$ cat src/rtl/core/trimmed_mean_moisture_filter_top_defines.svh
// assertion helpers used by the rtl top
`ifndef TRIMMED_MEAN_MOISTURE_FILTER_TOP_DEFINES_SVH
`define TRIMMED_MEAN_MOISTURE_FILTER_TOP_DEFINES_SVH

`ifndef SYNTHESIS
// property check, masked while reset is held
`define TMMF_ASSERT_PROP(lbl, clk, rst_n, prop) \
    lbl: assert property (@(posedge clk) disable iff (!rst_n) prop) \
        else $error("tmmf property failed");
// plain invariant, masked while reset is held
`define TMMF_ASSERT_HOLDS(lbl, clk, rst_n, cond) \
    lbl: assert property (@(posedge clk) disable iff (!rst_n) (cond)) \
        else $error("tmmf invariant failed");
`else
`define TMMF_ASSERT_PROP(lbl, clk, rst_n, prop)
`define TMMF_ASSERT_HOLDS(lbl, clk, rst_n, cond)
`endif

`endif

$ cat src/rtl/core/tmmf_pkg.sv
`default_nettype none

package tmmf_pkg;

    localparam int SAMPLE_BITS  = 12;
    localparam int WINDOW_SIZE  = 15;
    localparam int TRIM_COUNT   = 3;
    localparam int PERCENT_FULL = 100;
    localparam int PCT_W        = 7;

    // keep at least one sample whatever the trim setting
    localparam int TRIM_LIM = (WINDOW_SIZE - 1) / 2;
    localparam int EFF_TRIM = (TRIM_COUNT > TRIM_LIM) ? TRIM_LIM : TRIM_COUNT;
    localparam int KEPT     = WINDOW_SIZE - 2 * EFF_TRIM;

    localparam int COUNT_W = $clog2(WINDOW_SIZE + 1);
    localparam int IDX_W   = $clog2(WINDOW_SIZE);
    localparam int SUM_W   = $clog2(KEPT * (2 ** SAMPLE_BITS - 1) + 1);
    localparam int NUM_W   = $clog2((2 ** SAMPLE_BITS - 1) * PERCENT_FULL + 1);
    localparam int DIV_W0  = (SUM_W > NUM_W) ? SUM_W : NUM_W;
    localparam int DIV_W   = (DIV_W0 > SAMPLE_BITS) ? DIV_W0 : SAMPLE_BITS;
    localparam int DIV_CNT_W = $clog2(DIV_W + 1);
    localparam int DIFF_W  = SAMPLE_BITS + 1;
    localparam int PROD_W  = NUM_W + 1;

    // floor(sum / KEPT) as (sum * ceil(2^shift / KEPT)) >> shift, exact over the sum range
    localparam int     AVG_SHIFT   = SUM_W + $clog2(KEPT);
    localparam longint AVG_RECIP   = ((longint'(1) << AVG_SHIFT) + KEPT - 1) / KEPT;
    localparam int     AVG_RECIP_W = $clog2(AVG_RECIP + 1);
    localparam int     AVG_PROD_W  = SUM_W + AVG_RECIP_W;

    localparam int IN_TDATA_W  = ((SAMPLE_BITS + 7) / 8) * 8;
    localparam int OUT_TDATA_W = ((PCT_W + SAMPLE_BITS + 7) / 8) * 8;

    localparam int CFG_IDX_W = 2;
    localparam logic [CFG_IDX_W-1:0] CFG_DRY = CFG_IDX_W'(0);
    localparam logic [CFG_IDX_W-1:0] CFG_WET = CFG_IDX_W'(1);

    localparam logic [SAMPLE_BITS-1:0] DRY_RESET = SAMPLE_BITS'(3200);
    localparam logic [SAMPLE_BITS-1:0] WET_RESET = SAMPLE_BITS'(1200);

    typedef struct packed {
        logic                   valid;
        logic [CFG_IDX_W-1:0]   index;
        logic [SAMPLE_BITS-1:0] data;
    } t_cfg_wr;

    typedef struct packed {
        logic             insert;
        logic             sum_acc;
        logic             sum_first;
        logic [IDX_W-1:0] idx;
        logic             div_start;
        logic             avg_capture;
        logic             mul_load;
        logic             out_load;
    } t_dp_cmd;

    typedef struct packed {
        logic               last_slot;
        logic               div_done;
        logic [COUNT_W-1:0] count;
    } t_dp_status;

endpackage

`default_nettype wire

$ cat src/rtl/core/tmmf_div.sv
`default_nettype none

module tmmf_div (
    input  wire logic                      i_clk,
    input  wire logic                      i_rst_n,
    input  wire logic                      i_start,
    input  wire logic [tmmf_pkg::DIV_W-1:0] i_dividend,
    input  wire logic [tmmf_pkg::DIV_W-1:0] i_divisor,
    output logic                           o_done,
    output logic [tmmf_pkg::DIV_W-1:0]     o_quotient
);

    logic                            r_busy;
    logic                            r_done;
    logic [tmmf_pkg::DIV_CNT_W-1:0]  r_cnt;
    logic [tmmf_pkg::DIV_W-1:0]      r_rem;
    logic [tmmf_pkg::DIV_W-1:0]      r_quo;
    logic [tmmf_pkg::DIV_W-1:0]      r_den;

    logic [tmmf_pkg::DIV_W:0]        w_trial;
    logic                            w_ge;
    logic [tmmf_pkg::DIV_W-1:0]      n_rem;
    logic [tmmf_pkg::DIV_W-1:0]      n_quo;

    // restoring division, one quotient bit per cycle
    always_comb begin
        w_trial = {r_rem, r_quo[tmmf_pkg::DIV_W-1]};
        w_ge    = (w_trial >= {1'b0, r_den});
        n_rem   = w_ge ? tmmf_pkg::DIV_W'(w_trial - {1'b0, r_den})
                       : w_trial[tmmf_pkg::DIV_W-1:0];
        n_quo   = {r_quo[tmmf_pkg::DIV_W-2:0], w_ge};
    end

    always_ff @(posedge i_clk) begin
        if (!i_rst_n) begin
            r_busy <= 1'b0;
            r_done <= 1'b0;
            r_cnt  <= '0;
        end else begin
            r_done <= !i_start && r_busy && (r_cnt == tmmf_pkg::DIV_CNT_W'(1));
            if (i_start) begin
                r_busy <= 1'b1;
                r_cnt  <= tmmf_pkg::DIV_CNT_W'(tmmf_pkg::DIV_W);
            end else if (r_busy) begin
                r_cnt <= r_cnt - 1'b1;
                if (r_cnt == tmmf_pkg::DIV_CNT_W'(1)) begin
                    r_busy <= 1'b0;
                end
            end
        end
    end

    always_ff @(posedge i_clk) begin
        if (i_start) begin
            r_rem <= '0;
            r_quo <= i_dividend;
            r_den <= i_divisor;
        end else if (r_busy) begin
            r_rem <= n_rem;
            r_quo <= n_quo;
        end
    end

    assign o_done     = r_done;
    assign o_quotient = r_quo;

endmodule

`default_nettype wire

$ cat src/rtl/core/tmmf_dp.sv
`default_nettype none

module tmmf_dp (
    input  wire logic                            i_clk,
    input  wire logic                            i_rst_n,
    input  wire tmmf_pkg::t_cfg_wr               i_cfg,
    input  wire tmmf_pkg::t_dp_cmd               i_cmd,
    input  wire logic [tmmf_pkg::SAMPLE_BITS-1:0] i_sample,
    output tmmf_pkg::t_dp_status                 o_status,
    output logic [tmmf_pkg::PCT_W-1:0]           o_pct,
    output logic [tmmf_pkg::SAMPLE_BITS-1:0]     o_avg,
    output logic                                 o_fault
);

    localparam int SB = tmmf_pkg::SAMPLE_BITS;
    localparam int WS = tmmf_pkg::WINDOW_SIZE;

    logic [SB-1:0]                  r_sorted [WS];
    logic [SB-1:0]                  n_sorted [WS];
    logic [tmmf_pkg::COUNT_W-1:0]   r_count;
    logic [SB-1:0]                  r_dry;
    logic [SB-1:0]                  r_wet;
    logic [tmmf_pkg::SUM_W-1:0]     r_sum;
    logic [SB-1:0]                  r_avg;
    logic signed [tmmf_pkg::PROD_W-1:0] r_prod;
    logic signed [tmmf_pkg::DIFF_W-1:0] r_den;
    logic                           r_fault;
    logic [tmmf_pkg::PCT_W-1:0]     r_out_pct;
    logic [SB-1:0]                  r_out_avg;
    logic                           r_out_fault;

    logic [WS-1:0]                  w_gt;
    logic [tmmf_pkg::AVG_PROD_W-1:0] w_avg_prod;
    logic signed [tmmf_pkg::DIFF_W-1:0] w_diff;
    logic signed [tmmf_pkg::PROD_W-1:0] w_prod;
    logic [tmmf_pkg::PROD_W-1:0]    w_abs_num;
    logic [tmmf_pkg::DIFF_W-1:0]    w_abs_den;
    logic                           w_neg;
    logic [tmmf_pkg::DIV_W-1:0]     w_dividend;
    logic [tmmf_pkg::DIV_W-1:0]     w_divisor;
    logic                           w_div_done;
    logic [tmmf_pkg::DIV_W-1:0]     w_quo;
    logic [tmmf_pkg::PCT_W-1:0]     w_pct;

    // sorted row of cells: each held entry above the new sample moves up one place
    always_comb begin
        for (int i = 0; i < WS; i++) begin
            w_gt[i] = (tmmf_pkg::COUNT_W'(i) < r_count) && (r_sorted[i] > i_sample);
        end
        for (int i = 0; i < WS; i++) begin
            n_sorted[i] = r_sorted[i];
            if (i > 0 && w_gt[(i > 0) ? i - 1 : 0]) begin
                n_sorted[i] = r_sorted[(i > 0) ? i - 1 : 0];
            end else if (w_gt[i] || tmmf_pkg::COUNT_W'(i) == r_count) begin
                n_sorted[i] = i_sample;
            end
        end
    end

    always_ff @(posedge i_clk) begin
        if (i_cmd.insert) begin
            for (int i = 0; i < WS; i++) begin
                r_sorted[i] <= n_sorted[i];
            end
        end
    end

    always_ff @(posedge i_clk) begin
        if (!i_rst_n) begin
            r_count <= '0;
            r_dry   <= tmmf_pkg::DRY_RESET;
            r_wet   <= tmmf_pkg::WET_RESET;
        end else begin
            if (i_cmd.out_load) begin
                r_count <= '0;
            end else if (i_cmd.insert) begin
                r_count <= r_count + 1'b1;
            end
            if (i_cfg.valid) begin
                case (i_cfg.index)
                    tmmf_pkg::CFG_DRY: r_dry <= i_cfg.data;
                    tmmf_pkg::CFG_WET: r_wet <= i_cfg.data;
                    default: ;
                endcase
            end
        end
    end

    // average by reciprocal multiply
    assign w_avg_prod = tmmf_pkg::AVG_PROD_W'(r_sum)
                      * tmmf_pkg::AVG_PROD_W'(tmmf_pkg::AVG_RECIP);

    // map step: signed offset from the dry point scaled to percent
    always_comb begin
        w_diff = $signed({1'b0, r_avg}) - $signed({1'b0, r_dry});
        w_prod = tmmf_pkg::PROD_W'(w_diff)
               * $signed(tmmf_pkg::PROD_W'(tmmf_pkg::PERCENT_FULL));
        w_abs_num = r_prod[tmmf_pkg::PROD_W-1] ? tmmf_pkg::PROD_W'(-r_prod)
                                               : tmmf_pkg::PROD_W'(r_prod);
        w_abs_den = r_den[tmmf_pkg::DIFF_W-1] ? tmmf_pkg::DIFF_W'(-r_den)
                                              : tmmf_pkg::DIFF_W'(r_den);
        w_neg = r_prod[tmmf_pkg::PROD_W-1] ^ r_den[tmmf_pkg::DIFF_W-1];
        w_dividend = tmmf_pkg::DIV_W'(w_abs_num);
        w_divisor  = tmmf_pkg::DIV_W'(w_abs_den);
        // truncation toward zero makes any negative quotient clamp to zero
        if (r_fault || w_neg) begin
            w_pct = '0;
        end else if (w_quo > tmmf_pkg::DIV_W'(tmmf_pkg::PERCENT_FULL)) begin
            w_pct = tmmf_pkg::PCT_W'(tmmf_pkg::PERCENT_FULL);
        end else begin
            w_pct = w_quo[tmmf_pkg::PCT_W-1:0];
        end
    end

    tmmf_div u_div (
        .i_clk      (i_clk),
        .i_rst_n    (i_rst_n),
        .i_start    (i_cmd.div_start),
        .i_dividend (w_dividend),
        .i_divisor  (w_divisor),
        .o_done     (w_div_done),
        .o_quotient (w_quo)
    );

    always_ff @(posedge i_clk) begin
        if (i_cmd.sum_acc) begin
            if (i_cmd.sum_first) begin
                r_sum <= tmmf_pkg::SUM_W'(r_sorted[i_cmd.idx]);
            end else begin
                r_sum <= r_sum + tmmf_pkg::SUM_W'(r_sorted[i_cmd.idx]);
            end
        end
        if (i_cmd.avg_capture) begin
            r_avg <= SB'(w_avg_prod >> tmmf_pkg::AVG_SHIFT);
        end
        if (i_cmd.mul_load) begin
            r_prod  <= w_prod;
            r_den   <= $signed({1'b0, r_wet}) - $signed({1'b0, r_dry});
            r_fault <= (r_dry == r_wet);
        end
        if (i_cmd.out_load) begin
            r_out_pct   <= w_pct;
            r_out_avg   <= r_avg;
            r_out_fault <= r_fault;
        end
    end

    assign o_status.last_slot = (r_count == tmmf_pkg::COUNT_W'(WS - 1));
    assign o_status.div_done  = w_div_done;
    assign o_status.count     = r_count;
    assign o_pct   = r_out_pct;
    assign o_avg   = r_out_avg;
    assign o_fault = r_out_fault;

endmodule

`default_nettype wire

$ cat src/rtl/core/tmmf_ctrl.sv
`default_nettype none

module tmmf_ctrl (
    input  wire logic                 i_clk,
    input  wire logic                 i_rst_n,
    input  wire logic                 i_in_valid,
    input  wire logic                 i_out_ready,
    input  wire tmmf_pkg::t_dp_status i_status,
    output logic                      o_in_ready,
    output logic                      o_out_valid,
    output tmmf_pkg::t_dp_cmd         o_cmd
);

    typedef enum logic [2:0] {
        S_FILL,
        S_SUM,
        S_AVG,
        S_MUL,
        S_PCT_START,
        S_PCT_WAIT,
        S_OUT
    } t_state;

    localparam logic [tmmf_pkg::IDX_W-1:0] IDX_FIRST =
        tmmf_pkg::IDX_W'(tmmf_pkg::EFF_TRIM);
    localparam logic [tmmf_pkg::IDX_W-1:0] IDX_LAST =
        tmmf_pkg::IDX_W'(tmmf_pkg::EFF_TRIM + tmmf_pkg::KEPT - 1);

    t_state                      r_state;
    logic [tmmf_pkg::IDX_W-1:0]  r_idx;
    logic                        r_out_valid;
    logic                        w_accept;
    logic                        w_out_free;

    assign o_in_ready = (r_state == S_FILL);
    assign w_accept   = i_in_valid && o_in_ready;
    assign w_out_free = !r_out_valid || i_out_ready;

    always_comb begin
        o_cmd             = '0;
        o_cmd.insert      = w_accept;
        o_cmd.idx         = r_idx;
        o_cmd.sum_acc     = (r_state == S_SUM);
        o_cmd.sum_first   = (r_idx == IDX_FIRST);
        o_cmd.div_start   = (r_state == S_PCT_START);
        o_cmd.avg_capture = (r_state == S_AVG);
        o_cmd.mul_load    = (r_state == S_MUL);
        o_cmd.out_load    = (r_state == S_OUT) && w_out_free;
    end

    always_ff @(posedge i_clk) begin
        if (!i_rst_n) begin
            r_state     <= S_FILL;
            r_idx       <= IDX_FIRST;
            r_out_valid <= 1'b0;
        end else begin
            r_out_valid <= ((r_state == S_OUT) && w_out_free)
                        || (r_out_valid && !i_out_ready);
            case (r_state)
                S_FILL: begin
                    if (w_accept && i_status.last_slot) begin
                        r_idx   <= IDX_FIRST;
                        r_state <= S_SUM;
                    end
                end
                S_SUM: begin
                    if (r_idx == IDX_LAST) begin
                        r_state <= S_AVG;
                    end else begin
                        r_idx <= r_idx + 1'b1;
                    end
                end
                S_AVG:       r_state <= S_MUL;
                S_MUL:       r_state <= S_PCT_START;
                S_PCT_START: r_state <= S_PCT_WAIT;
                S_PCT_WAIT: begin
                    if (i_status.div_done) begin
                        r_state <= S_OUT;
                    end
                end
                S_OUT: begin
                    if (w_out_free) begin
                        r_state <= S_FILL;
                    end
                end
                default: r_state <= S_FILL;
            endcase
        end
    end

    assign o_out_valid = r_out_valid;

endmodule

`default_nettype wire

$ cat src/rtl/core/trimmed_mean_moisture_filter_top.sv
// trimmed mean moisture filter
// samples enter on the s_axis channel, one beat per sample, tdata[11:0] the
// raw reading. every 15 samples form a window; it is kept sorted as samples
// arrive, the 3 lowest and 3 highest are dropped and the middle 9 averaged.
// the average is mapped from the dry point (0 %) to the wet point (100 %)
// and clamped to 0..100; one result beat then leaves on m_axis.
// samples 1 to 14 are taken one per cycle with no result. after the 15th
// the block takes no sample while it works the window: it sums the kept
// samples, takes the reciprocal-multiply average, scales it, starts the
// serial percent divider and waits for it, then hands the result to the
// output register.
// the result sits in an output register; while the receiver stalls, the
// next window is still collected and the block waits only at the end of
// that window for the register to free up.
// cfg writes (index 0 dry point, 1 wet point) are always ready; the user
// must make them only while the block is idle, which the block does not
// enforce. reset clears the window count and loads dry 3200 and wet 1200.
`default_nettype none
`include "trimmed_mean_moisture_filter_top_defines.svh"

module trimmed_mean_moisture_filter_top (
    input  wire logic                                   i_clk,
    input  wire logic                                   i_rst_n,
    input  wire logic                                   i_s_axis_tvalid,
    output logic                                        o_s_axis_tready,
    // [11:0] sample
    input  wire logic [tmmf_pkg::IN_TDATA_W-1:0]        i_s_axis_tdata,
    output logic                                        o_m_axis_tvalid,
    input  wire logic                                   i_m_axis_tready,
    // [6:0] moisture_percent, [18:7] trimmed_average
    output logic [tmmf_pkg::OUT_TDATA_W-1:0]            o_m_axis_tdata,
    // [0] calibration_fault
    output logic [0:0]                                  o_m_axis_tuser,
    input  wire logic                                   i_cfg_valid,
    output logic                                        o_cfg_ready,
    input  wire logic [tmmf_pkg::CFG_IDX_W-1:0]         i_cfg_index,
    input  wire logic [tmmf_pkg::SAMPLE_BITS-1:0]       i_cfg_data
);

    tmmf_pkg::t_cfg_wr                    w_cfg;
    tmmf_pkg::t_dp_cmd                    w_cmd;
    tmmf_pkg::t_dp_status                 w_status;
    logic [tmmf_pkg::PCT_W-1:0]           w_pct;
    logic [tmmf_pkg::SAMPLE_BITS-1:0]     w_avg;
    logic                                 w_fault;

    assign o_cfg_ready = 1'b1;
    assign w_cfg.valid = i_cfg_valid;
    assign w_cfg.index = i_cfg_index;
    assign w_cfg.data  = i_cfg_data;

    tmmf_ctrl u_ctrl (
        .i_clk       (i_clk),
        .i_rst_n     (i_rst_n),
        .i_in_valid  (i_s_axis_tvalid),
        .i_out_ready (i_m_axis_tready),
        .i_status    (w_status),
        .o_in_ready  (o_s_axis_tready),
        .o_out_valid (o_m_axis_tvalid),
        .o_cmd       (w_cmd)
    );

    tmmf_dp u_dp (
        .i_clk    (i_clk),
        .i_rst_n  (i_rst_n),
        .i_cfg    (w_cfg),
        .i_cmd    (w_cmd),
        .i_sample (i_s_axis_tdata[tmmf_pkg::SAMPLE_BITS-1:0]),
        .o_status (w_status),
        .o_pct    (w_pct),
        .o_avg    (w_avg),
        .o_fault  (w_fault)
    );

    assign o_m_axis_tdata    = tmmf_pkg::OUT_TDATA_W'({w_avg, w_pct});
    assign o_m_axis_tuser[0] = w_fault;

    `TMMF_ASSERT_HOLDS(a_pct_range, i_clk, i_rst_n, !o_m_axis_tvalid || w_pct <= tmmf_pkg::PCT_W'(tmmf_pkg::PERCENT_FULL))
    `TMMF_ASSERT_HOLDS(a_fault_zero, i_clk, i_rst_n, !(o_m_axis_tvalid && w_fault) || w_pct == '0)
    `TMMF_ASSERT_HOLDS(a_count_bound, i_clk, i_rst_n, w_status.count <= tmmf_pkg::COUNT_W'(tmmf_pkg::WINDOW_SIZE))
    `TMMF_ASSERT_PROP(a_no_instant_result, i_clk, i_rst_n, (i_s_axis_tvalid && o_s_axis_tready) |=> !$rose(o_m_axis_tvalid))

endmodule

`default_nettype wire
$ cat config.mk
export PLATFORM = sky130hd
export DESIGN_NAME = trimmed_mean_moisture_filter_top
export DESIGN_NICKNAME = d
export VERILOG_FILES = /design/src/rtl/core/tmmf_pkg.sv /design/src/rtl/core/tmmf_div.sv /design/src/rtl/core/tmmf_dp.sv /design/src/rtl/core/tmmf_ctrl.sv /design/src/rtl/core/trimmed_mean_moisture_filter_top.sv
export VERILOG_INCLUDE_DIRS = /design/src /design/src/rtl/core
export SDC_FILE = /design/constraint.sdc
export NUM_CORES = 1
export LEC_CHECK = 0
export BUFFER_PORTS_ARGS = -buffer_cell sky130_fd_sc_hd__buf_2
export CAP_MARGIN = 20
export CORE_AREA = 2 2 255 257
export DETAILED_ROUTE_END_ITERATION = 7
export DIE_AREA = 0 0 257 259
export HOLD_SLACK_MARGIN = 0.1
export SYNTH_ARGS = -nofsm -noshare
export SYNTH_HDL_FRONTEND = slang
export SYNTH_HIERARCHICAL = 1
export SYNTH_SLANG_ARGS = --single-unit
$ cat constraint.sdc
create_clock -name i_clk -period 9.9 [get_ports i_clk]
set_clock_uncertainty 0.1 [all_clocks]
set_input_delay 0.99 -clock i_clk [delete_from_list [all_inputs] [get_ports i_clk]]
set_output_delay 0.99 -clock i_clk [all_outputs]
set_load 0.01 [all_outputs]
==> results of run 1 <==
-- flip-flops by register name, summed over array words and instances (netlist names) --
register               flops
u_dp/r_sorted            180
u_dp/o_fault               1
u_dp/r_den                13
u_dp/r_count               4
u_ctrl/o_out_valid         1
u_ctrl/r_idx               4
u_dp/r_prod               18
u_dp/u_div/o_quotient     19
u_dp/r_sum                16
u_ctrl/r_state             3
u_dp/r_avg                12
u_dp/u_div/r_busy          1
u_dp/u_div/r_den          19
u_dp/r_wet                12
u_dp/o_pct                 7
u_dp/u_div/r_rem          19
u_dp/r_fault               1
u_dp/r_dry                12
u_dp/o_avg                12
u_dp/u_div/o_done          1
u_dp/u_div/r_cnt           5
-- power by group --
group,leakage [nW],internal (mW),switching [mW]
logic,9.63,0.278,0.357
clock network,0.726,0.969,0.680
registers,3.19,1.69,0.0305
-- cell usage after synthesis, drive strengths merged (25+ instances only) --
cell    number
mux4        48
fa          91
inv        304
dfxtp       62
clkbuf      53
o21ai      147
edfxtp     298
a21oi      121
nand3       33
a21o        70
nand4       53
xor2        31
nor2        82
ha         410
nor2b       31
nand2      192
mux2       143
buf         37
xnor2       73
nand2b      34
o21a        25
nor3        28
-- kinds of logic after synthesis --
| group | Yosys count | synth area share |
|---|---|---|
| multiplexers | 214 | 0.102 |
| other | 3 | 0.000394 |
| XOR/XNOR | 104 | 0.0319 |
| adder cells (fa/ha/maj) | 501 | 0.243 |
| AO/OA/AOI/OAI | 517 | 0.115 |
| buffers and inverters | 395 | 0.0545 |
| AND/OR/NAND/NOR | 543 | 0.0952 |
| flip-flops | 360 | 0.357 |
-- final timing paths --
path | startpoint | depth (start not counted) | to | slack [ns]
setup reg to reg | u_dp/r_sum[13] | 21 | u_dp/r_avg[11] | 3.67
setup / recovery | u_dp/r_sum[13] | 21 | u_dp/r_avg[11] | 3.67
hold reg to reg | u_dp/r_fault | 0 | u_dp/o_fault | 0.34
hold / removal | u_dp/r_fault | 0 | u_dp/o_fault | 0.34
-- through the flow --
step,power [mW],utilization,cells
detailed placement,2.38,0.468,3505
finish,4.00,0.491,3590
floorplan,2.23,-,2648
global route,4.19,0.491,3589
global placement,2.36,0.467,3504
CTS,4.05,0.491,3588
-- per-layer routing --
| layer | global-route usage | vias up | routed length, um |
|---|---|---|---|
| met5 | 0 | - | 0 |
| met4 | 0.0895 | 0 | 2910 |
| met3 | 0.0364 | 139 | 4320 |
| met2 | 0.380 | 563 | 35300 |
| met1 | 0.278 | 9876 | 31300 |
| li1 | - | 9701 | - |
-- layout make-up --
class / count / area, um2 / area share
Multi-Input combinational cell: 1893 / 16900 / 0.539
Sequential cell: 360 / 10200 / 0.325
Clock buffer: 56 / 1200 / 0.0382
Inverter: 305 / 1140 / 0.0365
Tap cell: 855 / 1070 / 0.0341
Timing Repair Buffer: 93 / 576 / 0.0184
Clock inverter: 27 / 269 / 0.00858
Antenna cell: 1 / 2.50 / 0.0000798
==> results.txt, run 1 <==
The clock period minus worst slack came out at 6.23 ns. At the pin with the least slew margin, the transition time is 0.982 ns. The number of violations reported at the end of detailed-routing iteration 0 is 1,400. CTS placed an instance of clkbuf_16 at the clock tree root. The vertical extent of the die came out at 259 um.

The number of buffers added by the clock tree synthesis step came out at 45. The vias per cell came out at 5.65. The signed area change from the synthesized netlist to the final layout came out at 9.79%. Clock-pin slew was measured on the worst setup and hold paths at 0.06 ns.

The maximum number of pins on one net before global-route repair came out at 56. The worst-case setup slack after placement is 3.67 ns. The DRC violation count after routing is 0. The top-area cell type share of the netlist area came out at 0.313. The most used flip-flop cell after synthesis is edfxtp_1. Yosys mapped a number of flops with a built-in enable equal to 298. The library cell contributing the largest single delay on the critical path is edfxtp_1. For the final routed database, the setup TNS stands at 0 ns. The library cells used most frequently in the layout, excluding fill and tap cells, are 410 x ha_1, 304 x inv_1, 298 x edfxtp_1. The post-detailed-placement half-perimeter wirelength is 55,500 um.

The via count of the first global-routing pass came out at 20,500. The worst setup path is captured at a flip-flop. The worst setup path is of the flip-flop to flip-flop kind. The flow ran to the end, and the final reports show no timing, DRC or antenna violations. The count of warnings emitted by yosys is 6.

The initial antenna violation count is 2. Of the cells placed in the final design, the portion with a size suffix greater than 1 is 0.144. Clock latency on the worst-skew pair, taken at its later pin, is 0.59 ns. The required arrival time at the worst endpoint came out at 10.10 ns. The final weighted congestion in routability-driven placement is 0.893. The net count reported at finish came out at 3,234. The biggest area contributor in the post-synthesis netlist is edfxtp_1. After synthesis, the cell types taking the most area are edfxtp_1 31%, ha_1 18%, fa_1 6.4%. The final hold violation count was 0.

The cell area power density is 128 mW/mm2. The average detailed-routed wire length per instance is 20.6 um. After clock tree synthesis, the repair step resized 0 gates.

Leaving out fill and tap cells, the most frequent cell in the layout is ha_1. The number of distinct library cells after synthesis came out at 76. The floorplan die area is 0.0666 mm2. Across every metal layer, demand over resource in global routing totals 0.221. Setup repair after global routing left no endpoint under its margin. In this design, the critical path's most frequently occurring cell is inv_1.

The number of pins with negative max-slew slack in the final report is 0. The worst slew margin relative to its limit is 0.344. The number of search-and-repair iterations in the first detailed-routing pass is 5. After global routing the overflow that remains totals 0.

The initial core utilization is 0.447. The maximum resistive drop on vdd is 121 uV. The signal on the critical path passes through inv_1 > fa_1 > inv_1 > ha_1 > inv_1 > fa_1 > inv_1 > fa_1 > fa_1 > inv_1 > fa_1 > inv_1 > ha_1 > and3_1 > a41o_1 > a21oi_1 > nand3_1 > a41oi_1 > o21bai_1 > a21oi_1 > xnor2_1. For this run, asynchronously set or reset flops after synthesis account for 0. The synthesized area divided by synthesized cell count is 10.8 um2. Among cell families on the critical path, the largest total delay comes from adder cells. The H-tree depth came out at 2.

The number of setup buffers added after CTS is 0. The post-synth design cell area came out at 0.0286 mm2. The floorplan has 93 rows. The post-placement cell area is 0.0299 mm2. Once layout is done, the placed cells without fillers occupy 0.0313 mm2. Timing would allow up to 161 MHz. Of all nets on the critical path, the largest fanout is 8. The leakage power came out at 13.6 nW. The die extent in x is 257 um.

The layout filler cell count came out at 5,816. The buffer and inverter count on the worst path came out at 6. Summing over every cut layer, the via total after detailed routing is 20,300. The total wire length after detailed routing is 73,800 um. The arrival time at the worst endpoint came out at 6.43 ns.

TritonCTS built the clock tree. The worst setup path is launched from a flip-flop. The top-level I/O count came out at 63. The core box area is 0.0639 mm2. The number of port buffers came out at 52. The tool flagged a number of max-cap violations equal to 0.

The maximum number of buffers from clock root to sink came out at 3. The post-synthesis sequential area ratio is 0.357. The total of flip-flops plus latches after synthesis came out at 360. The CTS sink count came out at 360. The first global-routing pass estimated 115,000 um of wire. The final antenna-violating net count came out at 0. The post-synthesis instance total is 2,637.

Across all setup checks in the final design, the least slack found is 3.67 ns. The path class of the tightest hold or removal check is flip-flop to flip-flop. The fraction of the cycle the final worst path needs is 0.629. The setup-violating endpoint count in the final report is 0. The stage delay of the slowest cell on the critical path is 0.57 ns.

On the final layout, the worst hold slack is 0.337 ns. The hold-fix buffer count after cts came out at 0.
(Power assumes the default switching activity.)
==> run 2: changes to the inputs <==
- ABC_AREA: not set -> 1
- CORE_AREA: 2 2 255 257 -> 2 2 265 267
- DIE_AREA: 0 0 257 259 -> 0 0 267 269
- clock period: 9.9 -> 6.5 ns (I/O delays scaled with it)
==> run 2 against run 1 <==
  * First-iteration DRC count rose by 31%
  * Sequential power rose by 51%
  * Sequential cell count stayed put
  * Largest power group unchanged
  * Maximum frequency up 14%
  * Critical path depth did not move
  * Critical endpoint is now u_dp/r_avg[8]
  * Hold slack lost 0.14 ns
  * Total power rose by 50%
  * Cell area grew 5.8%
  * Wire length up 9.2%
  * Final cell count increased by 34%
==> results.txt, run 2 <==
The flow ran to the end, and the final reports show no timing, DRC or antenna violations. The average detailed-routed wire length per instance is 16.7 um (-19%). The global routing usage summed across all routing layers came out at 0.226 (+0.00520). The fraction of power consumed by the clock network is 0.417 (+0.005). The final setup slack of the worst path is 1.06 ns (-2.61 ns).

The H-tree depth was 2 (unchanged). Ranked by total cell area, the synthesized netlist is headed by edfxtp_1 29%, ha_1 17%, nand2_1 10%. The required arrival time at the worst endpoint came out at 6.73 ns (-3.37 ns). u_dp/r_sorted holds more flip-flops than any other register. The cell row count is 97 (+4.3%). The top cell type by total area after synthesis is edfxtp_1. The maximum number of buffers from clock root to sink came out at 3 (unchanged). The clock edge transition at the registers on the reported setup and hold paths came to 0.06 ns (about the same). The initial antenna violation count is 3 (+1). The initial core utilization came to 0.443 (-0.00352). The post-detailed-placement half-perimeter wirelength came out at 60,700 um (+9.3%). The net count reported at finish came to 4,380 (+35%). The global routing met1 resource utilization was 0.303 (+0.0255). The post-synthesis sequential area ratio is 0.332 (-0.0253). The via count of the first global-routing pass came out at 23,500 (+14%).

The total vias in the final route was 24,500 (+21%). The worst hold path stage count is 3 (+3). In this run the worst hold path is classified as input port to flip-flop. The worst slew margin relative to its limit is 0.315 (-0.0294). The global-route met3 utilization is 0.0376 (+0.00121). The top-area cell type share of the netlist area came out at 0.291 (-0.0222). The insertion delay to the later sink of the worst-skew pair is 0.61 ns (+0.02 ns). The number of cell instances on the worst register-to-register path was 21 (unchanged). The post-synthesis instance total was 3,819 (+45%).

The total of flip-flops plus latches after synthesis is 360 (unchanged). By instance count, the leading cell after synthesis is nand2_1. The combinational fraction of design power is 0.153 (-0.006). The number of search-and-repair iterations in the first detailed-routing pass was 6 (+1). The maximum clock frequency came out at 184 MHz (+14%). The count of warnings emitted by yosys is 6 (unchanged). The core box area came to 0.0693 mm2 (+8.5%). Among the stages of the critical path, the cell type that occurs most often is inv_1.

The clock period minus worst slack is 5.44 ns (-0.786 ns). The top-level I/O count is 63 (unchanged). In this run the most critical hold path is launched from i_cfg_data[4]. The flip-flop count of the largest register after layout is 180 (unchanged). The maximum number of pins on one net before global-route repair came to 58 (+3.6%). The vias per cell is 5.09 (-9.8%). The critical path goes through inv_1 > fa_1 > inv_1 > ha_1 > inv_1 > fa_1 > inv_1 > fa_1 > fa_1 > inv_1 > fa_1 > inv_1 > ha_1 > a21oi_1 > nor2_1 > nor2_1 > nand2_1 > a21oi_1 > nand2_1 > nand2_1 > nand2_1. The leftover overflow at the end of global routing is 0 (unchanged). The floorplan die area came to 0.0718 mm2 (+7.9%). The commonest non-fill, non-tap cell in the layout is nand2_1. The maximum resistive drop on vdd came to 243 uV (+100%). The number of cells upsized or downsized after cts was 0 (unchanged).

The largest fanout on the critical path is 7 (-1). Ranked by instance count, the synthesized netlist is headed by 839 x nand2_1, 611 x inv_1, 410 x ha_1, 331 x a21oi_1, 298 x edfxtp_1. The met2 layer usage reported by global route is 0.376 (-0.00333).

Leaving out fill and tap cells, the most frequent cells in the layout are 839 x nand2_1, 611 x inv_1, 410 x ha_1. The worst setup path is launched from a flip-flop. The number of antenna diodes came out at 0 (-1). TritonCTS built the clock tree. The overall power is 6.03 mW (+50%). The worst setup path is of the flip-flop to flip-flop kind.

The number of pins with negative max-slew slack in the final report came out at 0 (unchanged). The post-synthesis async set-or-reset flop share is 0 (unchanged). The final weighted congestion in routability-driven placement is 0.881 (-1.4%). The library cell contributing the largest single delay on the critical path is fa_1. The leakage power came out at 16.2 nW (+20%).

The number of distinct library cells after synthesis is 54 (-29%). The number of buffers added by the clock tree synthesis step came to 45 (unchanged). The internal power contribution was 4.38 mW (+49%).

The total negative slack is 0 ns (unchanged). The end-of-flow core utilization is 0.478 (-0.0122). Setup repair after global routing left no endpoint under its margin.

The total wire length after detailed routing came to 80,600 um (+9.2%). The hold-fix buffer count after cts is 0 (unchanged). The number of violations reported at the end of detailed-routing iteration 0 is 1,831 (+31%). The stage delay of the slowest cell on the critical path came out at 0.55 ns (-0.02 ns).

The CTS sink count came out at 360 (unchanged). The number of max-cap violations is 0 (unchanged). The number of port buffers came out at 52 (unchanged). The fraction of the cycle the final worst path needs came out at 0.837 (+0.208).

The share of post-route cells with drive strength above 1 came out at 0.0613 (-0.0824). The number of buffers inserted to repair setup after CTS is 0 (unchanged). The worst reg2reg path startpoint is u_dp/r_sum[13]. The number of synthesized flops with an enable pin is 298 (unchanged). The cell area power density was 182 mW/mm2 (+42%).

The switching part of the total power came out at 0.273 (+0.00628). The most critical setup path has its startpoint at u_dp/r_sum[13]. The post-synth design cell area is 0.0307 mm2 (+7.6%). The global-route wire length before repair is 128,000 um (+11%).

In the synthesized netlist the dominant register cell turns out to be edfxtp_1. The vertical extent of the die came out at 269 um (+3.9%). The worst setup path is captured at a flip-flop. The final antenna-violating net count came out at 0 (unchanged). The number of placed instances with taps included is 4,736 (+35%).

The global routing stage identified its most utilized layer as met2. The number of cells in the finished layout apart from fillers was 4,820 (+34%). The arrival time at the worst endpoint is 5.67 ns (-0.76 ns).

The pin slew with the least headroom to its limit is 1.02 ns (+0.0391 ns). From synthesis to final layout, the design area changed by 7.90%. The sequential power share was 0.430 (about the same).

The die extent in x came to 267 um (+3.9%). The worst-case setup slack after placement is 1.06 ns (-2.60 ns). The DRC violation count after routing came out at 0 (unchanged). The setup-violating endpoint count in the final report came out at 0 (unchanged). The synthesized area divided by synthesized cell count came out at 8.05 um2 (-26%).

The root buffer cell is clkbuf_16. The final hold violation count is 0 (unchanged). The switching power of the nets is 1.64 mW (+54%).
run 2: path summary, 6_finish.rpt:
kind / end / slack, ns
max: u_dp/r_avg[8] / 1.06
min: u_dp/r_wet[4] / 0.20
max reg2reg: u_dp/r_avg[8] / 1.06
min reg2reg: u_dp/u_div/r_rem[18] / 0.36
run 2: metrics by stage:
| stage | cell area [um2] | hold WS (ns) |
|---|---|---|
| floorplan | 30800 | 0.326 |
| global placement | 31700 | 0.346 |
| detailed placement | 31700 | 0.345 |
| CTS | 33100 | 0.172 |
| global route | 33200 | 0.191 |
| finish | 33200 | 0.197 |
run 2: layout make-up:
| type | instances | area (um2) |
|---|---|---|
| Clock inverter | 22 | 231 |
| Tap cell | 940 | 1180 |
| Clock buffer | 61 | 1250 |
| Multi-Input combinational cell | 2731 | 17500 |
| Sequential cell | 360 | 10200 |
| Inverter | 629 | 2360 |
| Timing Repair Buffer | 77 | 468 |
| Fill cell | 6841 | 36100 |
run 2: per-layer routing:
metal	vias up	wire length (um)
met4	0	2330
met2	568	36800
met1	11200	36900
li1	12600	-
met5	-	0
met3	127	4630
run 2: cell families after synthesis:
kind of cell	count (synthesis)	share of synthesized area
flops	360	0.332
fa+ha+maj	501	0.226
xor+xnor	80	0.0228
simple gates	1465	0.200
buf+inv	739	0.101
other cells	3	0.000366
compound gates	671	0.118
run 2: worst max-delay path, delay by kind of cell, from the launching register on:
kind                     cells  cell delay (ns)
adder cells (fa/ha/maj)      7             3.31
flip-flops                   1             0.51
AND/OR/NAND/NOR              6             0.45
buffers and inverters        6             0.41
AO/OA/AOI/OAI                2             0.40
run 2: power by group through the flow:
stage                     clock [mW]  combinational [mW]  sequential [mW]
after global placement             0               0.912             2.64
after CTS                       2.58               0.929             2.59
after floorplan                    0               0.698             2.63
after global routing            2.66                1.07             2.59
after detailed placement           0               0.921             2.64
final                           2.51               0.925             2.59
